File: src/design/ndtlv_pkg.sv
// Shared types, constants and the helper function of the NDEF TLV header decoder.
`default_nettype none
package ndtlv_pkg;

	// Size of one tag data block in bytes; a power of two.
	localparam int BLOCK_BYTES = 16;
	localparam int BLOCK_SHIFT = $clog2(BLOCK_BYTES);
	localparam int POS_W = $clog2(BLOCK_BYTES);

	localparam int BYTE_W = 8;
	localparam int LEN_W = 16;
	localparam int START_W = 5;
	localparam int BLOCKS_W = 13;
	localparam int TOTAL_W = LEN_W + 1;

	localparam logic [BYTE_W-1:0] TLV_NULL = 8'h00;
	localparam logic [BYTE_W-1:0] TLV_NDEF = 8'h03;
	localparam logic [BYTE_W-1:0] LEN_LONG = 8'hFF;

	localparam logic [POS_W-1:0] LAST_POS = POS_W'(BLOCK_BYTES - 1);

	typedef enum logic [1:0] {
		STATUS_DECODED  = 2'd0,
		STATUS_UNKNOWN  = 2'd1,
		STATUS_NO_TLV   = 2'd2
	} status_t;

	typedef enum logic [5:0] {
		PH_IDLE   = 6'b000001,
		PH_SEARCH = 6'b000010,
		PH_LEN    = 6'b000100,
		PH_LENHI  = 6'b001000,
		PH_LENLO  = 6'b010000,
		PH_DONE   = 6'b100000
	} phase_t;

	typedef struct packed {
		logic                 emit;
		status_t              status;
		logic [LEN_W-1:0]     len;
		logic [START_W-1:0]   start;
		logic [BLOCKS_W-1:0]  blocks;
	} result_t;

	// Blocks that hold the TLV header, the message and the terminator TLV.
	function automatic logic [BLOCKS_W-1:0] blocks_for(input logic [LEN_W-1:0] len);
		logic [TOTAL_W-1:0] total;
		logic [TOTAL_W-1:0] rounded;
		total = {1'b0, len} + ((len < TOTAL_W'(LEN_LONG)) ? TOTAL_W'(3) : TOTAL_W'(5));
		rounded = (total + TOTAL_W'(BLOCK_BYTES - 1)) >> BLOCK_SHIFT;
		return rounded[BLOCKS_W-1:0];
	endfunction

endpackage
`default_nettype wire

File: src/design/ndtlv_core.sv
// Header parse state machine: state registers and the per-byte decision logic.
`default_nettype none
module ndtlv_core (
	input  wire logic                          clk,
	input  wire logic                          arst_n,
	input  wire logic                          step,
	input  wire logic [ndtlv_pkg::BYTE_W-1:0]  byte_in,
	input  wire logic                          restart,
	output ndtlv_pkg::result_t                 result
);

	ndtlv_pkg::phase_t                 phase_q, phase_d, phase_eff;
	logic [ndtlv_pkg::POS_W-1:0]       pos_q, pos_d, pos_eff;
	logic [ndtlv_pkg::POS_W-1:0]       type_q, type_d, type_eff;
	logic [ndtlv_pkg::BYTE_W-1:0]      hi_q, hi_d, hi_eff;
	logic [ndtlv_pkg::LEN_W-1:0]       ok_len;
	logic [ndtlv_pkg::START_W-1:0]     ok_start;

	always_comb begin
		// A block start discards any header in progress.
		phase_eff = restart ? ndtlv_pkg::PH_SEARCH : phase_q;
		pos_eff   = restart ? '0 : pos_q;
		type_eff  = restart ? '0 : type_q;
		hi_eff    = restart ? '0 : hi_q;

		phase_d = phase_eff;
		pos_d   = pos_eff;
		type_d  = type_eff;
		hi_d    = hi_eff;

		result.emit   = 1'b0;
		result.status = ndtlv_pkg::STATUS_DECODED;
		ok_len        = '0;
		ok_start      = '0;

		case (phase_eff)
			ndtlv_pkg::PH_SEARCH: begin
				if (byte_in == ndtlv_pkg::TLV_NDEF) begin
					type_d  = pos_eff;
					phase_d = ndtlv_pkg::PH_LEN;
				end else if (byte_in != ndtlv_pkg::TLV_NULL) begin
					result.emit   = 1'b1;
					result.status = ndtlv_pkg::STATUS_UNKNOWN;
				end else if (pos_eff == ndtlv_pkg::LAST_POS) begin
					result.emit   = 1'b1;
					result.status = ndtlv_pkg::STATUS_NO_TLV;
				end else begin
					pos_d = pos_eff + 1'b1;
				end
			end
			ndtlv_pkg::PH_LEN: begin
				if (byte_in == ndtlv_pkg::LEN_LONG) begin
					phase_d = ndtlv_pkg::PH_LENHI;
				end else begin
					result.emit = 1'b1;
					ok_len      = {{(ndtlv_pkg::LEN_W-ndtlv_pkg::BYTE_W){1'b0}}, byte_in};
					ok_start    = ndtlv_pkg::START_W'(type_eff) + ndtlv_pkg::START_W'(2);
				end
			end
			ndtlv_pkg::PH_LENHI: begin
				hi_d    = byte_in;
				phase_d = ndtlv_pkg::PH_LENLO;
			end
			ndtlv_pkg::PH_LENLO: begin
				result.emit = 1'b1;
				ok_len      = {hi_eff, byte_in};
				ok_start    = ndtlv_pkg::START_W'(type_eff) + ndtlv_pkg::START_W'(4);
			end
			default: begin
				phase_d = phase_eff;
			end
		endcase

		if (result.emit) begin
			phase_d = ndtlv_pkg::PH_DONE;
		end

		// Error results carry zeros in every numeric field.
		if (result.status == ndtlv_pkg::STATUS_DECODED) begin
			result.len    = ok_len;
			result.start  = ok_start;
			result.blocks = ndtlv_pkg::blocks_for(ok_len);
		end else begin
			result.len    = '0;
			result.start  = '0;
			result.blocks = '0;
		end
	end

	always_ff @(posedge clk or negedge arst_n) begin
		if (!arst_n) begin
			phase_q <= ndtlv_pkg::PH_IDLE;
			pos_q   <= '0;
			type_q  <= '0;
			hi_q    <= '0;
		end else if (step) begin
			phase_q <= phase_d;
			pos_q   <= pos_d;
			type_q  <= type_d;
			hi_q    <= hi_d;
		end
	end

endmodule
`default_nettype wire

File: src/design/ndef_tlv_header_decoder_unit.sv
// Top level of the NDEF TLV header decoder: input register, parser and result register.
`default_nettype none
// The decoder takes the bytes of the first NDEF data block, one request per byte, and
// returns at most one result request per block: a status, the NDEF message length, the
// byte offset where the message starts and the number of 16-byte blocks needed for the
// TLV header, the message and the terminator. A request with block_start high restarts
// the parser at that byte; bytes before the first block start and bytes after the
// result are dropped without a result. Null TLVs are skipped, the first 0x03 type byte
// within the block opens the NDEF TLV, and any other type byte ends the search with an
// unknown-type status. A block of nulls gives the no-TLV status at its last byte. The
// length is one byte, or 0xFF followed by a big-endian 16-bit value. A byte is taken
// every cycle unless a result stall holds it: it is held in the input register, is
// decided there by the parser, and its result, if any, is written into the output
// register when the byte moves on. Input ready drops only when a byte that produces a
// result meets an output register that still holds an untaken result; bytes that
// produce no result keep flowing during such a stall.
module ndef_tlv_header_decoder_unit (
	input  wire logic                            clk,
	input  wire logic                            arst_n,
	input  wire logic                            in_valid,
	output      logic                            in_ready,
	input  wire logic [ndtlv_pkg::BYTE_W-1:0]    data_byte,
	input  wire logic                            block_start,
	output      logic                            out_valid,
	input  wire logic                            out_ready,
	output      logic [1:0]                      status,
	output      logic [ndtlv_pkg::LEN_W-1:0]     message_length,
	output      logic [ndtlv_pkg::START_W-1:0]   start_index,
	output      logic [ndtlv_pkg::BLOCKS_W-1:0]  blocks_needed
);

	logic                             valid_s1;
	logic [ndtlv_pkg::BYTE_W-1:0]     byte_s1;
	logic                             start_s1;
	logic                             advance;
	ndtlv_pkg::result_t               result;

	logic                             out_valid_q;
	ndtlv_pkg::status_t               status_q;
	logic [ndtlv_pkg::LEN_W-1:0]      len_q;
	logic [ndtlv_pkg::START_W-1:0]    start_q;
	logic [ndtlv_pkg::BLOCKS_W-1:0]   blocks_q;

	ndtlv_core u_core (
		.clk     (clk),
		.arst_n  (arst_n),
		.step    (advance),
		.byte_in (byte_s1),
		.restart (start_s1),
		.result  (result)
	);

	// The held byte moves on unless its result would overwrite an untaken one.
	assign advance  = valid_s1 && (!result.emit || !out_valid_q || out_ready);
	assign in_ready = !valid_s1 || advance;

	always_ff @(posedge clk or negedge arst_n) begin
		if (!arst_n) begin
			valid_s1 <= 1'b0;
		end else if (in_ready) begin
			valid_s1 <= in_valid;
		end
	end

	always_ff @(posedge clk) begin
		if (in_ready && in_valid) begin
			byte_s1  <= data_byte;
			start_s1 <= block_start;
		end
	end

	always_ff @(posedge clk or negedge arst_n) begin
		if (!arst_n) begin
			out_valid_q <= 1'b0;
		end else if (advance && result.emit) begin
			out_valid_q <= 1'b1;
		end else if (out_ready) begin
			out_valid_q <= 1'b0;
		end
	end

	always_ff @(posedge clk) begin
		if (advance && result.emit) begin
			status_q <= result.status;
			len_q    <= result.len;
			start_q  <= result.start;
			blocks_q <= result.blocks;
		end
	end

	assign out_valid      = out_valid_q;
	assign status         = status_q;
	assign message_length = len_q;
	assign start_index    = start_q;
	assign blocks_needed  = blocks_q;

endmodule
`default_nettype wire
File: config.mk
export PLATFORM = sky130hd
export DESIGN_NAME = ndef_tlv_header_decoder_unit
export DESIGN_NICKNAME = d
export VERILOG_FILES = /design/src/design/ndtlv_pkg.sv /design/src/design/ndtlv_core.sv /design/src/design/ndef_tlv_header_decoder_unit.sv
export SDC_FILE = /design/constraint.sdc
export NUM_CORES = 1
export LEC_CHECK = 0
export BUFFER_PORTS_ARGS = -buffer_cell sky130_fd_sc_hd__buf_4
export CAP_MARGIN = 20
export CORE_MARGIN = 2
export CORE_UTILIZATION = 48
export DETAILED_ROUTE_END_ITERATION = 10
export GPL_TIMING_DRIVEN = 1
export PLACE_DENSITY = 0.76
export SETUP_SLACK_MARGIN = 0.2
export SLEW_MARGIN = 20
export SYNTH_ARGS = -nofsm -noshare
export SYNTH_HDL_FRONTEND = slang
export SYNTH_SLANG_ARGS = --single-unit
File: constraint.sdc
create_clock -name clk -period 4.1 [get_ports clk]
set_input_delay 0.82 -clock clk [delete_from_list [all_inputs] [get_ports clk]]
set_output_delay 0.82 -clock clk [all_outputs]
set_load 0.03 [all_outputs]
==> impl_results.rst <==
.. list-table::
   :header-rows: 1

   * - Metric
     - Value
   * - Routed WL per cell
     - 16.6 um
   * - Pre-antenna DRT Iters
     - 4
   * - Top area cells in the synthesized netlist
     - sky130_fd_sc_hd__edfxtp_1 (41%), sky130_fd_sc_hd__dfrtp_1 (17%), sky130_fd_sc_hd__and2_1 (3.0%)
   * - Initial core utilization
     - 0.491
   * - GRT Overall Usage
     - 0.197
   * - Syn Nets
     - 299
   * - Share of synthesized registers carrying an async set or reset
     - 0.348
   * - CTS tree
     - done
   * - DRC errors left
     - 0
   * - Sequential fraction of the synthesis area
     - 0.592
   * - List of most frequent post-synthesis cells
     - sky130_fd_sc_hd__edfxtp_1 (45), sky130_fd_sc_hd__dfrtp_1 (23), sky130_fd_sc_hd__nand2_1 (23)
   * - Reg-to-reg endpoint
     - blocks_needed[7]
   * - Initial antenna violation count
     - 0
   * - Maximum clock path buffer count
     - 2
   * - Net switching power
     - 0.471 mW
   * - Fraction of power consumed by combinational cells
     - 0.149
   * - HP Class
     - input pin to asynchronous set/reset pin
   * - Io pins
     - 51
   * - Final critical path time including I/O delays and setup
     - 3.55 ns
   * - Count of input and output buffers
     - 50
   * - Cell variety after synth
     - 53
   * - Area added between synthesis and finish
     - 20.2%
   * - Last weighted congestion value of the routability-driven placer
     - 0.932
   * - Post-Place Cell Area
     - ~3800 um2
   * - Synth Area per Inst
     - approximately 12 um2
   * - First-pass GRT wire length
     - between 10000 and 15000 um
   * - Static leakage
     - approximately 1.7 nW
   * - Clk pin slew, worst setup/hold paths
     - approximately 0.070 ns
   * - Detail Route Antenna Nets
     - 0
   * - Number of instances in the synthesized netlist
     - 282
   * - Worst Path Required
     - ~3.3 ns
   * - Flop pwr share
     - 0.511
   * - Dominant cell by count in the synthesized netlist
     - sky130_fd_sc_hd__edfxtp_1
   * - Num rows
     - 30
   * - Worst skew pair latency
     - around 0.35 ns
   * - Maximum fanout count along the critical path
     - 9
   * - Dominant register cell in the synthesized netlist
     - sky130_fd_sc_hd__edfxtp_1
   * - Number of enable flip-flop cells after synthesis
     - 45
   * - Ratio of cells with drive above 1 in the final layout
     - 0.246
   * - Flip-flop and latch count after synthesis
     - 69
   * - Worst hold-check slack
     - 0.371 ns
   * - Post-CTS sizing
     - 0
   * - Highest clock rate
     - around 0.28 GHz
   * - Worst path setup slack after routing
     - ~0.55 ns
   * - Number of max-cap violations
     - 0
   * - Mapped cell area
     - roughly 3300 um2
   * - Final global-route overflow total
     - 0
   * - Run status
     - completed
   * - Final net count
     - approximately 350
   * - Switching Share
     - 0.283
   * - Clock Sink Count
     - 69
   * - Level count of the clock H-tree
     - 3
   * - Area of the core region
     - ~6700 um2
   * - Final worst clock skew
     - roughly 0.014 ns
   * - Number of setup buffers added after CTS
     - 0
   * - Number of vias per cell
     - between 5 and 6
   * - Final Power
     - 1.66 mW
   * - Cell internal pwr
     - around 1.2 mW
   * - Iter 0 DRT Violations
     - 238
   * - Clk Tree Root Cell
     - sky130_fd_sc_hd__clkbuf_8
   * - Capturing element type of the critical path
     - output port
   * - Number of clock buffers inserted by TritonCTS
     - 9
   * - Clock network fraction of design power
     - 0.341
   * - Tightest Pin Transition
     - 0.998 ns
   * - Top cell type's share of synthesized area
     - 0.410
   * - Total Wirelength
     - about 7000 um
   * - Cell accounting for the most synthesized area
     - sky130_fd_sc_hd__edfxtp_1
   * - Number of global-route vias before repair
     - about 2300
   * - Data arrival time at the worst-slack endpoint
     - about 2.7 ns
   * - Count of yosys warnings during synthesis
     - 0
   * - Dpl ws
     - roughly 0.83 ns
   * - Worst Path Class, Setup
     - flop to output port
   * - R2R cell count
     - 10
   * - Hold buffer count at CTS
     - 0
   * - Half-perimeter wire length after placement
     - 4870 um
   * - Number of endpoints failing setup at the final stage
     - 0
   * - Finished Cell Area
     - 3960 um2
   * - Slack of the worst reg-to-reg path
     - 0.78 ns
   * - Die span in x
     - roughly 87 um
   * - Total via count in the routed design
     - approximately 2500
   * - Ratio of total power to cell area
     - roughly 420 nW/um2
   * - Setup total negative slack
     - 0 ns
   * - Maximum number of pins on one net before global-route repair
     - 38
   * - Setup crit start kind
     - flop
   * - Share of the cycle needed by the critical path after routing
     - 0.866
   * - Worst IR Drop VDD
     - approximately 0.00020 V
   * - Number of pins exceeding their max-slew limit in the final report
     - 0
   * - Die span in y
     - 86.9 um
   * - Unrepaired setup endpoints after global routing
     - no
   * - Tightest slew margin relative to the limit
     - 0.333
   * - Die footprint
     - 7550 um2
   * - Reg2reg start
     - start_s1
   * - Endpoints failing hold
     - 0
   * - Antenna diode count
     - 0
==> registers in the layout, summed over array words and instances (netlist names) <==
signal	count
u_core.phase_q	6
u_core.hi_q	8
status	2
start_s1	1
byte_s1	8
blocks_needed	13
message_length	16
u_core.pos_q	4
valid_s1	1
out_valid	1
start_index	5
u_core.type_q	4
==> critical path, stage by stage, from the launching register on <==
cell and delay (ns):
sky130_fd_sc_hd__edfxtp_1 0.47, sky130_fd_sc_hd__nor2b_1 0.10, sky130_fd_sc_hd__ha_1 0.24, sky130_fd_sc_hd__and4b_1 0.23, sky130_fd_sc_hd__o21ai_0 0.24, sky130_fd_sc_hd__a21oi_1 0.15
sky130_fd_sc_hd__nor2_1 0.53, sky130_fd_sc_hd__nor2_1 0.16, sky130_fd_sc_hd__nand2_1 0.11, sky130_fd_sc_hd__buf_4 0.16
==> area by class of cell <==
type / instances / area, um2
multi-input cells: 199 / 1290
fillers: 549 / 2760
inverters: 5 / 18.8
clock buffers: 10 / 138
flip-flops and latches: 69 / 1950
well taps: 80 / 100
clock inverters: 6 / 62.6
repair buffers: 53 / 398
==> kinds of logic (layout without fill, tap and decap cells) <==
logic type / after synthesis / in the layout / share of synthesized area
buffers and inverters: 14 / 74 / 0.0178
DFF: 69 / 69 / 0.592
muxes: 2 / 2 / 0.00607
xor gates and xnor gates: 10 / 10 / 0.0266
adders and majority gates: 4 / 4 / 0.0152
AOI/OAI and AO/OA: 60 / 60 / 0.126
and+or+nand+nor: 123 / 123 / 0.216
==> cells in the final DEF (no fill, tap or decap), types with 3 or more instances in the layout <==
cell type                  netlist  final
sky130_fd_sc_hd__buf_4           1     53
sky130_fd_sc_hd__ha_1            4      4
sky130_fd_sc_hd__nand2b_1        3      3
sky130_fd_sc_hd__nor4_2          5      5
sky130_fd_sc_hd__o21ai_0        14     14
sky130_fd_sc_hd__nor4_1          3      3
sky130_fd_sc_hd__nor2b_1         7      7
sky130_fd_sc_hd__inv_1           5      5
sky130_fd_sc_hd__nor3_1         10     10
sky130_fd_sc_hd__nor3b_1         4      4
sky130_fd_sc_hd__nand3_1         6      6
sky130_fd_sc_hd__clkinv_2        0      3
sky130_fd_sc_hd__nand4_1         5      5
sky130_fd_sc_hd__a31oi_1         4      4
sky130_fd_sc_hd__and2_1         16     16
sky130_fd_sc_hd__nand2_1        23     23
sky130_fd_sc_hd__xor2_1          8      8
sky130_fd_sc_hd__and3_1         10     10
sky130_fd_sc_hd__clkbuf_8        0     10
sky130_fd_sc_hd__a21oi_1        11     11
sky130_fd_sc_hd__nor2_1         20     19
sky130_fd_sc_hd__a22o_1          9      9
sky130_fd_sc_hd__dfrtp_1        23     23
sky130_fd_sc_hd__edfxtp_1       45     45
==> stage by stage <==
step | instances | util
floorplan | 282 | -
global placement | 406 | 0.560
detailed placement | 406 | 0.560
CTS | 422 | 0.590
global route | 422 | 0.590
finish | 422 | 0.590
==> power by group through the flow <==
stage / logic (mW) / registers, mW / clock network [mW]
final: 0.247 / 0.850 / 0.567
after global routing: 0.268 / 0.858 / 0.605
after CTS: 0.250 / 0.849 / 0.570
after detailed placement: 0.249 / 0.864 / 0
after global placement: 0.243 / 0.862 / 0
after floorplan: 0.101 / 0.915 / 0
==> metal layers <==
metal  vias to the layer above  GRT usage  routed length [um]
met5                         -          0                   0
met4                         0     0.0625                 108
met3                        11     0.0531                 393
met2                        86      0.323                3410
met1                      1197      0.256                3100
li1                       1168          -                   -
==> worst max-delay path by stage <==
stage	start	endpoint	slack, ns	depth (start not counted)
final	start_s1	in_ready	0.55	9
after global routing	u_core.pos_q[0]	in_ready	0.31	9
after CTS	u_core.pos_q[0]	in_ready	0.57	9
after detailed placement	start_s1	blocks_needed[7]	0.83	10
after global placement	start_s1	blocks_needed[8]	0.95	10
after floorplan	start_s1	byte_s1[0]	0.64	10
(Power assumes the default switching activity.)
